[config.mk]
export PLATFORM = sky130hd
export DESIGN_NAME = lenenc_attribute_parser
export DESIGN_NICKNAME = d
export VERILOG_FILES = /design/src/lap_pkg.sv /design/src/lenenc_attribute_parser.sv /design/src/lap_fifo.sv /design/src/lap_front.sv /design/src/lap_back.sv
export VERILOG_INCLUDE_DIRS = /design/src /design/src/src
export SDC_FILE = /design/constraint.sdc
export NUM_CORES = 1
export LEC_CHECK = 0
export ABC_CLOCK_PERIOD_IN_PS = 7260
export BUFFER_PORTS_ARGS = -buffer_cell sky130_fd_sc_hd__buf_2
export CELL_PAD_IN_SITES_DETAIL_PLACEMENT = 0
export CELL_PAD_IN_SITES_GLOBAL_PLACEMENT = 1
export CORE_ASPECT_RATIO = 1.5
export CORE_MARGIN = 2
export CORE_UTILIZATION = 44
export CTS_BUF_LIST = sky130_fd_sc_hd__clkbuf_8
export CTS_CLUSTER_DIAMETER = 100
export CTS_CLUSTER_SIZE = 16
export DETAILED_ROUTE_END_ITERATION = 16
export HOLD_SLACK_MARGIN = 0.1
export PLACE_DENSITY = 0.88
export SYNTH_ARGS = -nofsm -noshare
export SYNTH_HDL_FRONTEND = slang
export SYNTH_HIERARCHICAL = 1
export SYNTH_SLANG_ARGS = --single-unit
[constraint.sdc]
create_clock -name clk -period 7.26 [get_ports clk]
set_input_delay 1.089 -clock clk [delete_from_list [all_inputs] [get_ports clk]]
set_output_delay 1.089 -clock clk [all_outputs]
set_load 0.01 [all_outputs]
[src/lenenc_attribute_parser_macros.svh]
// Assertion macros used by the attribute parser back end.
`ifndef LENENC_ATTRIBUTE_PARSER_MACROS_SVH
`define LENENC_ATTRIBUTE_PARSER_MACROS_SVH

// Check a consequence in the same cycle; uses clk and rst of the enclosing module.
`define LAP_ASSERT_SAME(label, ante, cons, msg) \
  label: assert property (@(posedge clk) disable iff (rst) (ante) |-> (cons)) else $error(msg);

// Check a consequence in the next cycle; uses clk and rst of the enclosing module.
`define LAP_ASSERT_NEXT(label, ante, cons, msg) \
  label: assert property (@(posedge clk) disable iff (rst) (ante) |=> (cons)) else $error(msg);

`endif

[src/lap_pkg.sv]
// Types and constants of the attribute section parser.
package lap_pkg;

  localparam logic [7:0] PFX_NULL  = 8'd251;
  localparam logic [7:0] PFX_TWO   = 8'd252;
  localparam logic [7:0] PFX_THREE = 8'd253;
  localparam logic [7:0] PFX_EIGHT = 8'd254;

  localparam logic [2:0] CFG_CLIENT_CAPS = 3'd0;
  localparam logic [2:0] CFG_ATTRS_MASK  = 3'd1;
  localparam logic [2:0] CFG_MAX_TOTAL   = 3'd2;
  localparam logic [2:0] CFG_MAX_PAIRS   = 3'd3;
  localparam logic [2:0] CFG_MAX_KEY     = 3'd4;
  localparam logic [2:0] CFG_MAX_VALUE   = 3'd5;

  localparam logic [31:0] RST_CLIENT_CAPS = 32'd0;
  localparam logic [31:0] RST_ATTRS_MASK  = 32'h0010_0000;
  localparam logic [23:0] RST_MAX_TOTAL   = 24'(64 * 1024);
  localparam logic [15:0] RST_MAX_PAIRS   = 16'd256;
  localparam logic [23:0] RST_MAX_KEY     = 24'd1024;
  localparam logic [23:0] RST_MAX_VALUE   = 24'd8192;

  typedef enum logic [2:0] {
    PC_LIT,
    PC_TWO,
    PC_THREE,
    PC_EIGHT,
    PC_BAD
  } pfx_class_t;

  typedef enum logic [3:0] {
    ST_RUN,
    ST_DONE,
    ST_ABSENT,
    ST_BAD_PREFIX,
    ST_TRUNC,
    ST_TOTAL_LARGE,
    ST_TOTAL_PAST,
    ST_TOO_MANY,
    ST_KEY_LARGE,
    ST_KEY_PAST,
    ST_VAL_LARGE,
    ST_VAL_PAST
  } status_t;

  typedef enum logic [1:0] {
    KIND_NONE,
    KIND_PREFIX,
    KIND_KEY,
    KIND_VALUE
  } kind_t;

  typedef struct packed {
    logic [7:0]  data_byte;
    logic        section_start;
    logic [23:0] rem;
    logic        rem_le1;
    logic        rem_le2;
    logic        rem_le3;
    logic        rem_le8;
    pfx_class_t  pfx_class;
  } item_t;

  typedef struct packed {
    logic        attrs_on;
    logic [23:0] max_total;
    logic [15:0] max_pairs;
    logic [23:0] max_key;
    logic [23:0] max_value;
  } cfg_t;

endpackage

[src/lenenc_attribute_parser.sv]
// A byte accepted into the word queue is registered at the outputs when the parser pops it.
// The parser takes one byte per cycle from the word queue while the output is not stalled.
// The queue absorbs up to QUEUE_DEPTH words while the output is stalled.
// Reset (rst, synchronous): empties the queue and output, idles the parser, loads
// configuration defaults. No clearing pass; bytes are accepted right after reset.
module lenenc_attribute_parser #(
  parameter int QUEUE_DEPTH = 2
) (
  input  logic        clk,
  input  logic        rst,
  input  logic        in_valid,
  output logic        in_ready,
  input  logic [7:0]  data_byte,
  input  logic        section_start,
  input  logic [23:0] packet_remaining,
  output logic        out_valid,
  input  logic        out_ready,
  output logic [7:0]  byte_out,
  output logic [1:0]  byte_kind,
  output logic [15:0] pair_index,
  output logic        key_done,
  output logic        pair_done,
  output logic [3:0]  parse_status,
  output logic [15:0] pairs_found,
  input  logic        cfg_valid,
  output logic        cfg_ready,
  input  logic [2:0]  cfg_index,
  input  logic [31:0] cfg_data
);

  logic [31:0]    client_capabilities;
  logic [31:0]    attrs_capability_mask;
  logic [23:0]    max_total_bytes;
  logic [15:0]    max_pair_count;
  logic [23:0]    max_key_bytes;
  logic [23:0]    max_value_bytes;

  lap_pkg::cfg_t  cfg;
  lap_pkg::item_t push_word;
  lap_pkg::item_t rd_word;
  logic           push;
  logic           fifo_full;
  logic           pop;
  logic           rd_valid;

  assign cfg_ready = 1'b1;

  always_ff @(posedge clk) begin
    if (rst) begin
      client_capabilities   <= lap_pkg::RST_CLIENT_CAPS;
      attrs_capability_mask <= lap_pkg::RST_ATTRS_MASK;
      max_total_bytes       <= lap_pkg::RST_MAX_TOTAL;
      max_pair_count        <= lap_pkg::RST_MAX_PAIRS;
      max_key_bytes         <= lap_pkg::RST_MAX_KEY;
      max_value_bytes       <= lap_pkg::RST_MAX_VALUE;
    end else if (cfg_valid && cfg_ready) begin
      unique case (cfg_index)
        lap_pkg::CFG_CLIENT_CAPS: client_capabilities   <= cfg_data;
        lap_pkg::CFG_ATTRS_MASK:  attrs_capability_mask <= cfg_data;
        lap_pkg::CFG_MAX_TOTAL:   max_total_bytes       <= cfg_data[23:0];
        lap_pkg::CFG_MAX_PAIRS:   max_pair_count        <= cfg_data[15:0];
        lap_pkg::CFG_MAX_KEY:     max_key_bytes         <= cfg_data[23:0];
        lap_pkg::CFG_MAX_VALUE:   max_value_bytes       <= cfg_data[23:0];
        default: ;
      endcase
    end
  end

  always_comb begin
    cfg.attrs_on  = ((client_capabilities & attrs_capability_mask) != 32'd0);
    cfg.max_total = max_total_bytes;
    cfg.max_pairs = max_pair_count;
    cfg.max_key   = max_key_bytes;
    cfg.max_value = max_value_bytes;
  end

  lap_front u_front (
    .in_valid         (in_valid),
    .in_ready         (in_ready),
    .data_byte        (data_byte),
    .section_start    (section_start),
    .packet_remaining (packet_remaining),
    .fifo_full        (fifo_full),
    .push             (push),
    .push_word        (push_word)
  );

  lap_fifo #(
    .DEPTH (QUEUE_DEPTH)
  ) u_fifo (
    .clk       (clk),
    .rst       (rst),
    .push      (push),
    .push_word (push_word),
    .full      (fifo_full),
    .pop       (pop),
    .pop_word  (rd_word),
    .not_empty (rd_valid)
  );

  lap_back u_back (
    .clk          (clk),
    .rst          (rst),
    .cfg          (cfg),
    .rd_valid     (rd_valid),
    .rd_word      (rd_word),
    .pop          (pop),
    .out_valid    (out_valid),
    .out_ready    (out_ready),
    .byte_out     (byte_out),
    .byte_kind    (byte_kind),
    .pair_index   (pair_index),
    .key_done     (key_done),
    .pair_done    (pair_done),
    .parse_status (parse_status),
    .pairs_found  (pairs_found)
  );

endmodule

[src/lap_fifo.sv]
// Short word queue between the classifier and the parser.
module lap_fifo #(
  parameter int DEPTH = 2
) (
  input  logic              clk,
  input  logic              rst,
  input  logic              push,
  input  lap_pkg::item_t    push_word,
  output logic              full,
  input  logic              pop,
  output lap_pkg::item_t    pop_word,
  output logic              not_empty
);

  localparam int PW = (DEPTH > 1) ? $clog2(DEPTH) : 1;
  localparam int CW = $clog2(DEPTH + 1);

  lap_pkg::item_t slots [DEPTH];
  logic [PW-1:0]  wr_ptr;
  logic [PW-1:0]  rd_ptr;
  logic [CW-1:0]  count;

  assign full      = (count == CW'(DEPTH));
  assign not_empty = (count != '0);
  assign pop_word  = slots[rd_ptr];

  always_ff @(posedge clk) begin
    if (push) begin
      slots[wr_ptr] <= push_word;
    end
  end

  always_ff @(posedge clk) begin
    if (rst) begin
      wr_ptr <= '0;
      rd_ptr <= '0;
      count  <= '0;
    end else begin
      if (push) begin
        wr_ptr <= (wr_ptr == PW'(DEPTH - 1)) ? '0 : wr_ptr + PW'(1);
      end
      if (pop) begin
        rd_ptr <= (rd_ptr == PW'(DEPTH - 1)) ? '0 : rd_ptr + PW'(1);
      end
      if (push && !pop) begin
        count <= count + CW'(1);
      end else if (pop && !push) begin
        count <= count - CW'(1);
      end
    end
  end

endmodule

[src/lap_front.sv]
// Input side: accepts bytes, normalizes the remaining count and classifies prefixes.
module lap_front (
  input  logic              in_valid,
  output logic              in_ready,
  input  logic [7:0]        data_byte,
  input  logic              section_start,
  input  logic [23:0]       packet_remaining,
  input  logic              fifo_full,
  output logic              push,
  output lap_pkg::item_t    push_word
);

  lap_pkg::pfx_class_t pfx_class;

  assign in_ready = !fifo_full;
  assign push     = in_valid && in_ready;

  always_comb begin
    if (data_byte < lap_pkg::PFX_NULL) begin
      pfx_class = lap_pkg::PC_LIT;
    end else if (data_byte == lap_pkg::PFX_TWO) begin
      pfx_class = lap_pkg::PC_TWO;
    end else if (data_byte == lap_pkg::PFX_THREE) begin
      pfx_class = lap_pkg::PC_THREE;
    end else if (data_byte == lap_pkg::PFX_EIGHT) begin
      pfx_class = lap_pkg::PC_EIGHT;
    end else begin
      pfx_class = lap_pkg::PC_BAD;
    end
  end

  always_comb begin
    push_word.data_byte     = data_byte;
    push_word.section_start = section_start;
    push_word.rem           = (packet_remaining == 24'd0) ? 24'd1 : packet_remaining;
    push_word.rem_le1       = (packet_remaining <= 24'd1);
    push_word.rem_le2       = (packet_remaining <= 24'd2);
    push_word.rem_le3       = (packet_remaining <= 24'd3);
    push_word.rem_le8       = (packet_remaining <= 24'd8);
    push_word.pfx_class     = pfx_class;
  end

endmodule

[src/lap_back.sv]
// Parser side: registers the length-encoded section one word per cycle unless stalled.
module lap_back (
  input  logic              clk,
  input  logic              rst,
  input  lap_pkg::cfg_t     cfg,
  input  logic              rd_valid,
  input  lap_pkg::item_t    rd_word,
  output logic              pop,
  output logic              out_valid,
  input  logic              out_ready,
  output logic [7:0]        byte_out,
  output logic [1:0]        byte_kind,
  output logic [15:0]       pair_index,
  output logic              key_done,
  output logic              pair_done,
  output logic [3:0]        parse_status,
  output logic [15:0]       pairs_found
);

  `include "lenenc_attribute_parser_macros.svh"

  typedef enum logic [2:0] {
    PH_IDLE,
    PH_TOTAL,
    PH_KEY_PFX,
    PH_KEY,
    PH_VAL_PFX,
    PH_VAL,
    PH_STOP
  } phase_t;

  phase_t            phase, phase_next;
  lap_pkg::status_t  status, status_next;
  logic [23:0]       section_left, section_left_next;
  logic [3:0]        prefix_left, prefix_left_next;
  logic [2:0]        prefix_pos, prefix_pos_next;
  logic [23:0]       acc_lo, acc_lo_next;
  logic              acc_hi, acc_hi_next;
  logic [23:0]       string_left, string_left_next;
  logic [15:0]       pair_count, pair_count_next;

  lap_pkg::kind_t    kind_c;
  logic              kdone_c;
  logic              pdone_c;

  lap_pkg::kind_t    kind_q;

  function automatic lap_pkg::status_t begin_pair(logic [15:0] cnt, logic [15:0] maxp,
                                                  logic le1);
    lap_pkg::status_t r;
    if (cnt >= maxp) begin
      r = lap_pkg::ST_TOO_MANY;
    end else if (le1) begin
      r = lap_pkg::ST_TRUNC;
    end else begin
      r = lap_pkg::ST_RUN;
    end
    return r;
  endfunction

  assign pop = rd_valid && (!out_valid || out_ready);

  always_comb begin
    logic [3:0]        p_left;
    logic [2:0]        p_pos;
    logic [23:0]       p_lo;
    logic              p_hi;
    logic              p_done;
    lap_pkg::status_t  p_err;
    logic [3:0]        n;
    logic              trunc;
    logic [23:0]       lim;
    lap_pkg::status_t  st_large;
    lap_pkg::status_t  st_past;
    lap_pkg::status_t  st;

    phase_next        = phase;
    status_next       = status;
    section_left_next = section_left;
    prefix_left_next  = prefix_left;
    prefix_pos_next   = prefix_pos;
    acc_lo_next       = acc_lo;
    acc_hi_next       = acc_hi;
    string_left_next  = string_left;
    pair_count_next   = pair_count;
    kind_c            = lap_pkg::KIND_NONE;
    kdone_c           = 1'b0;
    pdone_c           = 1'b0;
    st                = lap_pkg::ST_RUN;

    if (rd_word.section_start) begin
      section_left_next = '0;
      prefix_left_next  = '0;
      prefix_pos_next   = '0;
      acc_lo_next       = '0;
      acc_hi_next       = 1'b0;
      string_left_next  = '0;
      pair_count_next   = '0;
      status_next       = lap_pkg::ST_RUN;
      if (!cfg.attrs_on) begin
        phase_next  = PH_STOP;
        status_next = lap_pkg::ST_ABSENT;
      end else begin
        phase_next = PH_TOTAL;
      end
    end

    if ((phase_next == PH_KEY_PFX || phase_next == PH_KEY || phase_next == PH_VAL_PFX ||
         phase_next == PH_VAL) && section_left_next != 24'd0) begin
      section_left_next = section_left_next - 24'd1;
    end

    p_left = prefix_left_next;
    p_pos  = prefix_pos_next;
    p_lo   = acc_lo_next;
    p_hi   = acc_hi_next;
    p_done = 1'b0;
    p_err  = lap_pkg::ST_RUN;
    n      = 4'd0;
    trunc  = 1'b0;
    if (prefix_left_next == 4'd0) begin
      unique case (rd_word.pfx_class)
        lap_pkg::PC_TWO: begin
          n     = 4'd2;
          trunc = rd_word.rem_le2;
        end
        lap_pkg::PC_THREE: begin
          n     = 4'd3;
          trunc = rd_word.rem_le3;
        end
        lap_pkg::PC_EIGHT: begin
          n     = 4'd8;
          trunc = rd_word.rem_le8;
        end
        default: begin
          n     = 4'd0;
          trunc = 1'b0;
        end
      endcase
      if (rd_word.pfx_class == lap_pkg::PC_LIT) begin
        p_lo   = {16'd0, rd_word.data_byte};
        p_hi   = 1'b0;
        p_done = 1'b1;
      end else if (rd_word.pfx_class == lap_pkg::PC_BAD) begin
        p_err = lap_pkg::ST_BAD_PREFIX;
      end else if (trunc) begin
        p_err = lap_pkg::ST_TRUNC;
      end else begin
        p_left = n;
        p_pos  = '0;
        p_lo   = '0;
        p_hi   = 1'b0;
      end
    end else begin
      unique case (prefix_pos_next)
        3'd0:    p_lo[7:0]   = p_lo[7:0] | rd_word.data_byte;
        3'd1:    p_lo[15:8]  = p_lo[15:8] | rd_word.data_byte;
        3'd2:    p_lo[23:16] = p_lo[23:16] | rd_word.data_byte;
        default: p_hi        = p_hi | (rd_word.data_byte != 8'd0);
      endcase
      p_pos  = prefix_pos_next + 3'd1;
      p_left = prefix_left_next - 4'd1;
      p_done = (prefix_left_next == 4'd1);
    end

    unique case (phase_next)
      PH_TOTAL: begin
        lim      = cfg.max_total;
        st_large = lap_pkg::ST_TOTAL_LARGE;
        st_past  = lap_pkg::ST_TOTAL_PAST;
      end
      PH_KEY_PFX: begin
        lim      = cfg.max_key;
        st_large = lap_pkg::ST_KEY_LARGE;
        st_past  = lap_pkg::ST_KEY_PAST;
      end
      default: begin
        lim      = cfg.max_value;
        st_large = lap_pkg::ST_VAL_LARGE;
        st_past  = lap_pkg::ST_VAL_PAST;
      end
    endcase

    unique case (phase_next)
      PH_TOTAL, PH_KEY_PFX, PH_VAL_PFX: begin
        kind_c           = lap_pkg::KIND_PREFIX;
        prefix_left_next = p_left;
        prefix_pos_next  = p_pos;
        acc_lo_next      = p_lo;
        acc_hi_next      = p_hi;
        if (p_err != lap_pkg::ST_RUN) begin
          st = p_err;
        end else if (p_done) begin
          if (p_hi || p_lo > lim) begin
            st = st_large;
          end else if (p_lo >= rd_word.rem) begin
            st = st_past;
          end else if (phase_next == PH_TOTAL) begin
            if (p_lo == 24'd0) begin
              st = lap_pkg::ST_DONE;
            end else begin
              section_left_next = p_lo;
              phase_next        = PH_KEY_PFX;
              st = begin_pair(pair_count_next, cfg.max_pairs, rd_word.rem_le1);
            end
          end else if (phase_next == PH_KEY_PFX) begin
            string_left_next = p_lo;
            if (p_lo == 24'd0) begin
              kdone_c    = 1'b1;
              phase_next = PH_VAL_PFX;
              st = rd_word.rem_le1 ? lap_pkg::ST_TRUNC : lap_pkg::ST_RUN;
            end else begin
              phase_next = PH_KEY;
            end
          end else begin
            string_left_next = p_lo;
            if (p_lo == 24'd0) begin
              pair_count_next = pair_count_next + 16'd1;
              pdone_c         = 1'b1;
              if (section_left_next == 24'd0) begin
                st = lap_pkg::ST_DONE;
              end else begin
                phase_next = PH_KEY_PFX;
                st = begin_pair(pair_count_next, cfg.max_pairs, rd_word.rem_le1);
              end
            end else begin
              phase_next = PH_VAL;
            end
          end
        end
      end
      PH_KEY: begin
        kind_c = lap_pkg::KIND_KEY;
        if (string_left_next != 24'd0) begin
          string_left_next = string_left_next - 24'd1;
        end
        if (string_left_next == 24'd0) begin
          kdone_c    = 1'b1;
          phase_next = PH_VAL_PFX;
          st = rd_word.rem_le1 ? lap_pkg::ST_TRUNC : lap_pkg::ST_RUN;
        end
      end
      PH_VAL: begin
        kind_c = lap_pkg::KIND_VALUE;
        if (string_left_next != 24'd0) begin
          string_left_next = string_left_next - 24'd1;
        end
        if (string_left_next == 24'd0) begin
          pair_count_next = pair_count_next + 16'd1;
          pdone_c         = 1'b1;
          if (section_left_next == 24'd0) begin
            st = lap_pkg::ST_DONE;
          end else begin
            phase_next = PH_KEY_PFX;
            st = begin_pair(pair_count_next, cfg.max_pairs, rd_word.rem_le1);
          end
        end
      end
      default: begin
        kind_c = lap_pkg::KIND_NONE;
      end
    endcase

    if (st != lap_pkg::ST_RUN) begin
      phase_next  = PH_STOP;
      status_next = st;
      if (st != lap_pkg::ST_DONE) begin
        kind_c  = lap_pkg::KIND_NONE;
        kdone_c = 1'b0;
        pdone_c = 1'b0;
      end
    end
  end

  always_ff @(posedge clk) begin
    if (rst) begin
      phase        <= PH_IDLE;
      status       <= lap_pkg::ST_RUN;
      section_left <= '0;
      prefix_left  <= '0;
      prefix_pos   <= '0;
      acc_lo       <= '0;
      acc_hi       <= 1'b0;
      string_left  <= '0;
      pair_count   <= '0;
      out_valid    <= 1'b0;
    end else begin
      out_valid <= pop || (out_valid && !out_ready);
      if (pop) begin
        phase        <= phase_next;
        status       <= status_next;
        section_left <= section_left_next;
        prefix_left  <= prefix_left_next;
        prefix_pos   <= prefix_pos_next;
        acc_lo       <= acc_lo_next;
        acc_hi       <= acc_hi_next;
        string_left  <= string_left_next;
        pair_count   <= pair_count_next;
        byte_out     <= rd_word.data_byte;
        kind_q       <= kind_c;
        pair_index   <= pair_count_next;
        key_done     <= kdone_c;
        pair_done    <= pdone_c;
        parse_status <= status_next;
        pairs_found  <= pair_count_next;
      end
    end
  end

  assign byte_kind = kind_q;

  `LAP_ASSERT_NEXT(a_pop_fills_output, pop, out_valid, "popped word did not reach the output")
  `LAP_ASSERT_SAME(a_kind_while_live, out_valid && kind_q != lap_pkg::KIND_NONE,
                   parse_status == lap_pkg::ST_RUN || parse_status == lap_pkg::ST_DONE,
                   "classified byte under a stop status")
  `LAP_ASSERT_SAME(a_key_done_kind, out_valid && key_done,
                   kind_q == lap_pkg::KIND_PREFIX || kind_q == lap_pkg::KIND_KEY,
                   "key end flagged on a non-key byte")
  `LAP_ASSERT_SAME(a_flags_exclusive, out_valid && key_done, !pair_done,
                   "key end and pair end on the same byte")

endmodule

Word level (Yosys, flattened, before mapping)
Memories as Yosys holds them, arrays and structs flattened. A register that Yosys moved wholly into a read port is not among the register bits.
Cells that the tools add are included.
{ "word_totals": {"reg_bits": 292, "mem_bits_rw": 80, "in_bits": 73, "output_inout_bits": 51, "wordCells": 256, "memories": 1} }
{ "mem_list": {"columns": ["name", "depth", "word_bits", "read_ports", "rd_ports_with_merged_regs", "wr", "line", "rtl"], "rows": [
  ["u_fifo.slots", 2, 40, 1, 1, 1, "lap_fifo.sv:18", "lap_pkg::item_t slots [DEPTH];"]
]} }
{ "classes": {"n_addsub": 9, "magnitude_cmp": 9, "n_eq_ne": 22, "muxes": 141, "n_bitwise": 6, "reduce_logical": 43} }
{ "op_table": {"columns": ["operator", "n"], "rows": [
  ["$mux W24", 25],
  ["$mux W16", 9],
  ["$logic_not A24 Y1", 5],
  ["$mux W4", 24],
  ["$mux W3", 28],
  ["$pmux W24 S3", 1],
  ["$le A24 B2 Y1 const B", 2],
  ["$pmux W24 S2", 1],
  ["$reduce_bool A24 Y1", 2],
  ["$sub A24 B1 Y24 const B", 2],
  ["$mux W1", 35],
  ["$and A32 B32 Y32", 1],
  ["$ge A16 B16 Y1", 2],
  ["$pmux W16 S2", 1],
  ["$reduce_bool A32 Y1", 1],
  ["$eq A8 B8 Y1 const B", 3],
  ["$ge A24 B24 Y1", 1],
  ["$gt A24 B24 Y1", 1],
  ["$le A24 B1 Y1 const B", 1],
  ["$le A24 B4 Y1 const B", 1],
  ["$mux W8", 3],
  ["$or A8 B8 Y8", 3],
  ["$pmux W4 S3", 2],
  ["$eq A3 B2 Y1 const B", 7],
  ["other kinds (30)", 69]
]} }

Logic depth before layout (Yosys ltp)
Gate-level depths: netlist of the first run.
{ "depth": {"depth_word": 23, "ltp_mapped": 32, "mapped_depth_nobuf": 24} }

Modules after synthesis
Netlist of the first run, hierarchy kept.
{ "modules_own_cells": {"columns": ["mod", "instances", "cells_per_inst", "area_each_um2", "seq_area_each_um2"], "rows": [
  ["lap_back", 1, 1552, 12064.1, 3042.9],
  ["lenenc_attribute_parser", 1, 699, 5539.1, 3042.9],
  ["lap_fifo", 1, 146, 3083.0, 2502.4],
  ["lap_front", 1, 57, 344.1, 0.0]
]} }

Worst setup path before layout of the first run
No wires, ideal clock.
{ "synth_timing": {"kind": "register to register", "from": "register (tool-made name)", "to": "register u_back.string_left[13]", "setup_ps": 121, "t_arrival_ps": 7433, "required_time_ps": 7139, "setup_slack_ps": -294, "path_stages_with_launch": 31, "path_buffers": 11, "synth_period_minus_slack_ps": 7554, "cell_sequence": "dfxtp_1 > buf_2 > mux2_2 > buf_2 > inv_1 > clkbuf_1 > clkbuf_1 > clkbuf_1 > clkbuf_1 > clkbuf_1 > nand2_1 > ha_1 > clkbuf_1 > and2_1 > a31oi_1 > clkbuf_1 > buf_1 > a22o_1 > ha_1 > a2111oi_0 > o21ai_0 > a211o_1 > a211oi_1 > nor4_1 > nor2_1 > nand4_1 > nor2_1 > buf_2 > mux2i_1 > o22ai_1 > a22o_1"} }
{ "synth_rtl": {"columns": ["item", "line", "rtl"], "rows": [
  ["to (signal assigned)", "lap_back.sv:297", "string_left <= string_left_next;"],
  ["to (decl)", "lap_back.sv:39", "logic [23:0] string_left, string_left_next;"]
]} }

==> out/metrics.cfg, run 1 <==
[critical_path]
crit_required_ns = 7.76
cp-endpoint = u_back/string_left[10]$_SDFFE_PP0P_
cp-end-kind = flip-flop
critPathLaunchType = flip-flop
crit_arrival_ns = 7.12
worstSetupPathType = reg -> reg
reg2reg_to = u_back/string_left[10]$_SDFFE_PP0P_
worst_r2r_path_depth = 23
crit_fanout = 39
ff2ff_setup_slack_ns = 0.65

[cts]
cts_tree = done
cts-resized-gates = 0
clk_latency_ns = 0.64
htree_levels = 1
cts_sinks = 373
cts_buffers = 27
post_cts_buffers = 0
cts-root-buf = clkbuf_8
path_clk_slew_ns = 0.12
cts_hold_buffers = 0
cts_buffer_depth = 3

[timing]
tightest_slew_ns = 1.21
finalSetupTns_ns = 0
slew_viol_final = 0
rsz0062_at_grt = no
finalHoldViolations = 0
fin_skew_ns = 0.0376
fmax_mhz = 151
timing.final.ws_setup_ns = 0.649
finalCritPeriodShare = 0.911
setup_viol_count_final = 0
slew_headroom = 0.192
post-route-min-period_ns = 6.61

[die]
die_x_um = 183
die_h_um = 272
die_area_um2 = 49600
rows = 98
io_pins = 124
initial_utilization = 0.443
core-area_um2 = 47500

[synth]
synth_fa_ha_area_frac = 0.0524
synth-xor-area-share = 0.0204
synth.area.top_cells = dfxtp_1 25%, edfxtp_1 16%, nand2_1 7.4%
synth_edf_count = 112
ys_async_sr_fraction = 0
syn-cell-area_um2 = 21000
yosysWarnings = 6
synth_top_area_share = 0.248
muxShareOfSynthArea = 0.0361
synth_top_cell_by_area = dfxtp_1
synth-seq-cells = 373
avgSynthCellArea_um2 = 8.57
synth_ff_type = dfxtp_1
syn_nets = 2615
synth_cell_types = 95
synth-seq-area-share = 0.408
synth-simple-area-share = 0.200
syn_inst = 2454
synth-compound-area-share = 0.219
synth_top_family_by_area = compound AO/OA/AOI/OAI gates

[placed_design]
portBuffers = 122
dp_hpwl_mm = 45.2
routabilityCongestion = 0.915
dp_slack_ns = 0.750
placed_cell_area_um2 = 21800

[flow_run]
drv_cap = 0

[detailed_routing]
dr_total_vias = 18606
ant_nets = 0
dr.pass1.iters = 8
drc = 0
drt_iter0_drc = 1629
wirelength_mm = 64.1
avgRoutedWirePerCell_um = 21.1
viasPerCell = 6.12

[final_layout]
layout_commonest_cell = nand2_1
num-nets-final = 2591
fin_area_um2 = 22200
drive_above_1_share = 0.127
final_cell_mix = 412 x nand2_1, 274 x a21oi_1, 260 x dfxtp_1, 142 x nor2_1, 121 x buf_2
syn_to_final_growth_pct = 5.62

[global_route]
grtUsageTotal = 0.249
grt_overflow = 0
antenna_found_initial = 2
grt_max_degree = 104
grt_pass1_wl_mm = 99.2
first_global_vias = 17702

[power_and_ir_drop]
p_leak_nw = 8.21
ir_worst_vdd_mv = 0.164
powerDensity_nw_per_um2 = 331
fin_total_pwr_w = 0.00735

[min_path]
hp-start = max_key_bytes[9]$_SDFFE_PP0P_
holdCritPathClass = reg -> reg

[outcome]
status = completed

==> synth_stat cells, types with 6 or more instances <==
cell        n
a211oi_1   28
a21o_1     22
a21oi_1   274
a22o_1     48
a22oi_1    52
a311oi_1   10
a31oi_1    23
a32oi_1     8
and2_1     18
and3_1     17
buf_1       9
buf_2      44
buf_4      30
buf_6       6
clkbuf_1  129
dfxtp_1   261
edfxtp_1  112
ha_1       88
inv_1      77
mux2_2     46
mux2i_1    24
nand2_1   413
nand2b_1    8
nand3_1    26
nand3b_1    8
nand4_1    30
nor2_1    145
nor2b_1    38
nor3_1     41
nor4_1     27
nor4_2      8
nor4b_1     6
o211ai_1   26
o21a_1      6
o21ai_0    95
o21ba_2     8
o21bai_1   10
o22ai_1    11
o31ai_1     9
or2_2      11
or3_1      22
or4_1      15
xnor2_1    29
xor2_1     20
==> cells by family after synthesis <==
family,count (synthesis)
and+or+nand+nor,872
AOI/OAI and AO/OA,704
DFF,373
buffers and inverters,297
adders and majority gates,88
muxes,70
xor gates and xnor gates,49
other,1
==> how the worst min path moves through the flow <==
stage / endpoint / slack, ns / depth (start not counted)
3_5_place_dp: max_key_bytes[9]$_SDFFE_PP0P_ / 0.44 / 2
4_1_cts: max_key_bytes[9]$_SDFFE_PP0P_ / 0.46 / 2
6_report: max_key_bytes[9]$_SDFFE_PP0P_ / 0.46 / 2
2_1_floorplan: max_key_bytes[9]$_SDFFE_PP0P_ / 0.43 / 2
5_1_grt: max_key_bytes[9]$_SDFFE_PP0P_ / 0.48 / 2
3_3_place_gp: max_key_bytes[9]$_SDFFE_PP0P_ / 0.44 / 2
==> power breakdown <==
group	internal (W)	switching, W
logic	0.00125	0.00243
clock network	0.000346	0.000678
registers	0.00243	0.000220
total	0.00403	0.00332
==> stage by stage <==
step | hold WS (ns) | util | instances
floorplan | 0.432 | - | 2454
global route | 0.477 | 0.468 | 3042
CTS | 0.459 | 0.468 | 3041
global placement | 0.439 | 0.459 | 3001
detailed placement | 0.445 | 0.459 | 3001
finish | 0.458 | 0.468 | 3042
==> sequential cells by signal, summed over array words and instances (netlist names), 2 cells and up, named ones only <==
register / flops
max_value_bytes: 24
u_back/status: 4
u_back/phase: 3
attrs_capability_mask: 32
u_back/acc_lo: 24
u_back/byte_kind: 2
u_fifo/slots: 80
client_capabilities: 32
u_back/string_left: 24
u_back/prefix_left: 4
max_key_bytes: 24
u_back/parse_status: 4
u_back/pairs_found: 16
max_total_bytes: 24
u_back/prefix_pos: 3
u_back/pair_count: 16
u_back/byte_out: 8
u_fifo/count: 2
u_back/section_left: 24
max_pair_count: 16
==> final cells by class <==
type | instances | area, µm²
clock inverter | 13 | 61.3
timing repair buffer | 166 | 947
tap | 600 | 751
sequential | 373 | 8590
clock buffer | 27 | 372
fill | 4629 | 25200
multi-input combinational | 1784 | 11200
inverter | 78 | 293
antenna | 1 | 2.50
==> worst max-delay path, stage by stage, from the launching register on <==
cell and delay (ns):
dfxtp_2 0.35, buf_4 0.44, mux2_2 0.47, mux2_2 0.30, a31oi_1 0.16, buf_4 0.20, a31oi_1 0.10, buf_4 0.24
a22oi_1 0.21, buf_4 0.18, inv_1 0.09, ha_1 0.21, a2111oi_0 0.44, o21ai_0 0.23, a211o_1 0.30, a211oi_1 0.20
nor4_1 0.15, nor2_2 0.31, nand4_1 0.45, nor2_2 0.23, buf_4 0.41, mux2_2 0.39, a221oi_1 0.29, a21oi_1 0.10
==> layer usage <==
| layer | global-route usage | part of all wire |
|---|---|---|
| met5 | 0 | 0 |
| met4 | 0.124 | 0.051 |
| met3 | 0.0204 | 0.057 |
| met2 | 0.435 | 0.49 |
| met1 | 0.309 | 0.40 |
Note: power is estimated with default switching activity, not from simulation.
==> run 2, diff against run 1 <==
--- a/config.mk
+++ b/config.mk
@@ -18,7 +18,7 @@
 export CTS_CLUSTER_SIZE = 16
 export DETAILED_ROUTE_END_ITERATION = 16
 export HOLD_SLACK_MARGIN = 0.1
-export PLACE_DENSITY = 0.88
+export PLACE_DENSITY_LB_ADDON = 0.3
 export SYNTH_ARGS = -nofsm -noshare
 export SYNTH_HDL_FRONTEND = slang
 export SYNTH_HIERARCHICAL = 1
==> run 2 against run 1 <==
Final area grew 0.26%; via count decreased by 0.66%; critical path depth shrank 2; first-iteration DRC count is 6.7% lower; hold slack better by 0.00083 ns.
==> out/metrics.cfg, run 2 (synthesized netlist as in run 1, its figures left out) <==
[die]
rows = 98
initial_utilization = 0.443
die_h_um = 272
core-area_um2 = 47500
die_area_um2 = 49600
die_x_um = 183
io_pins = 124

[detailed_routing]
dr_wl_met3_mm = 3.17
dr_total_vias = 18484
drt_iter0_drc = 1520
ant_nets = 0
avgRoutedWirePerCell_um = 22.0
wirelength_mm = 67.0
highest_layer = met4
dr.pass1.iters = 5
drt-met1-wl_mm = 27.3
wl_met2_mm = 33.7
viasPerCell = 6.07
drc = 0

[global_route]
grtUsageTotal = 0.265
first_global_vias = 17963
grt_max_degree = 109
antenna_found_initial = 1
grt_overflow = 0
grt_pass1_wl_mm = 104

[placed_design]
routabilityCongestion = 0.904
portBuffers = 122
dp_hpwl_mm = 47.9
dp_cells = 3006

[final_layout]
syn_to_final_growth_pct = 5.90
layout_commonest_cell = nand2_1
stdcell_count = 3047
largest_reg_flops = 80
utilization = 0.469
final_cell_mix = 412 x nand2_1, 274 x a21oi_1, 260 x dfxtp_1, 142 x nor2_1, 121 x buf_2
largestRegisters = u_fifo/slots (80), attrs_capability_mask (32), client_capabilities (32)
regMostFlops = u_fifo/slots
drive_above_1_share = 0.128
fillCellCount = 4714
num-nets-final = 2596

[critical_path]
crit_fanout = 23
crit_arrival_ns = 7.21
critPathLaunchType = flip-flop
crit_buf_inv = 3
cp-end-kind = flip-flop
path_delay_family = simple AND/OR/NAND/NOR gates
cpPeakStageDelay_ns = 0.63
slowest_stage = nand2b_1
crit_chain = mux2_4 -> inv_1 -> nand2_1 -> ha_1 -> and2_1 -> a31oi_1 -> buf_4 -> a22o_1 -> ha_1 -> a2111oi_0 -> o21ai_0 -> a211o_1 -> a211oi_1 -> nor4_1 -> nor2_2 -> nand4_1 -> nand2b_1 -> buf_4 -> a31o_2 -> a22oi_1 -> nor2_1
crit_required_ns = 7.77
worstSetupPathType = reg -> reg

[cts]
cts_sinks = 373
cts_hold_buffers = 0
cts_tree = done
clk_latency_ns = 0.64
cts-root-buf = clkbuf_8
cts-resized-gates = 0
cts_buffer_depth = 3
post_cts_buffers = 0
htree_levels = 1
path_clk_slew_ns = 0.12
cts_buffers = 27

[timing]
setup_viol_count_final = 0
timing.hold.ws_ns = 0.459
finalSetupTns_ns = 0
slew_headroom = 0.173
finalCritPeriodShare = 0.924
fin_skew_ns = 0.0337
rsz0062_at_grt = no
fmax_mhz = 149
finalHoldViolations = 0
tightest_slew_ns = 1.24
slew_viol_final = 0
post-route-min-period_ns = 6.71

[min_path]
hp-start = attrs_capability_mask[16]$_SDFFE_PP0P_
holdCritPathClass = reg -> reg

[flow_run]
drv_cap = 0

[power_and_ir_drop]
fin_total_pwr_w = 0.00741
p_leak_nw = 8.24
powerDensity_nw_per_um2 = 333
ir_worst_vdd_mv = 0.152

[outcome]
status = completed

-- run 2: tightest hold or removal path, delay by kind of cell (launching register included) --
family	cells	cell delay (ns)
DFF	1	0.32
and+or+nand+nor	1	0.05
AOI/OAI and AO/OA	1	0.05
-- run 2: power by group --
group / switching (W) / internal, W
logic: 0.00247 / 0.00127
registers: 0.000223 / 0.00243
clock network: 0.000685 / 0.000346
total: 0.00337 / 0.00404
-- run 2: cell type report --
cell class / count / area (µm²) / area share
multi-input combinational: 1784 / 11200 / 0.503
sequential: 373 / 8590 / 0.386
timing repair buffer: 171 / 997 / 0.0448
tap: 600 / 751 / 0.0337
clock buffer: 27 / 372 / 0.0167
inverter: 78 / 293 / 0.0131
clock inverter: 13 / 61.3 / 0.00275
antenna: 1 / 2.50 / 0.000112
-- run 2: stage by stage --
stage / setup slack, ns / cell area (µm²)
floorplan: 0.00267 / 21000
global placement: 0.842 / 21800
detailed placement: 0.690 / 21800
CTS: 0.622 / 22300
global route: 0.127 / 22300
finish: 0.555 / 22300
-- run 2: routing by layer --
layer,global-route usage,vias up
met5,0,-
met4,0.116,0
met3,0.0255,160
met2,0.470,623
met1,0.326,8915
li1,-,8786
-- run 2: path summary, 6_finish.rpt --
kind	end	slack, ns	depth (start not counted)
min reg2reg	attrs_capability_mask[16]$_SDFFE_PP0P_	0.46	2
max	u_back/section_left[3]$_SDFFE_PP0P_	0.55	21
min	attrs_capability_mask[16]$_SDFFE_PP0P_	0.46	2
max reg2reg	u_back/section_left[3]$_SDFFE_PP0P_	0.55	21
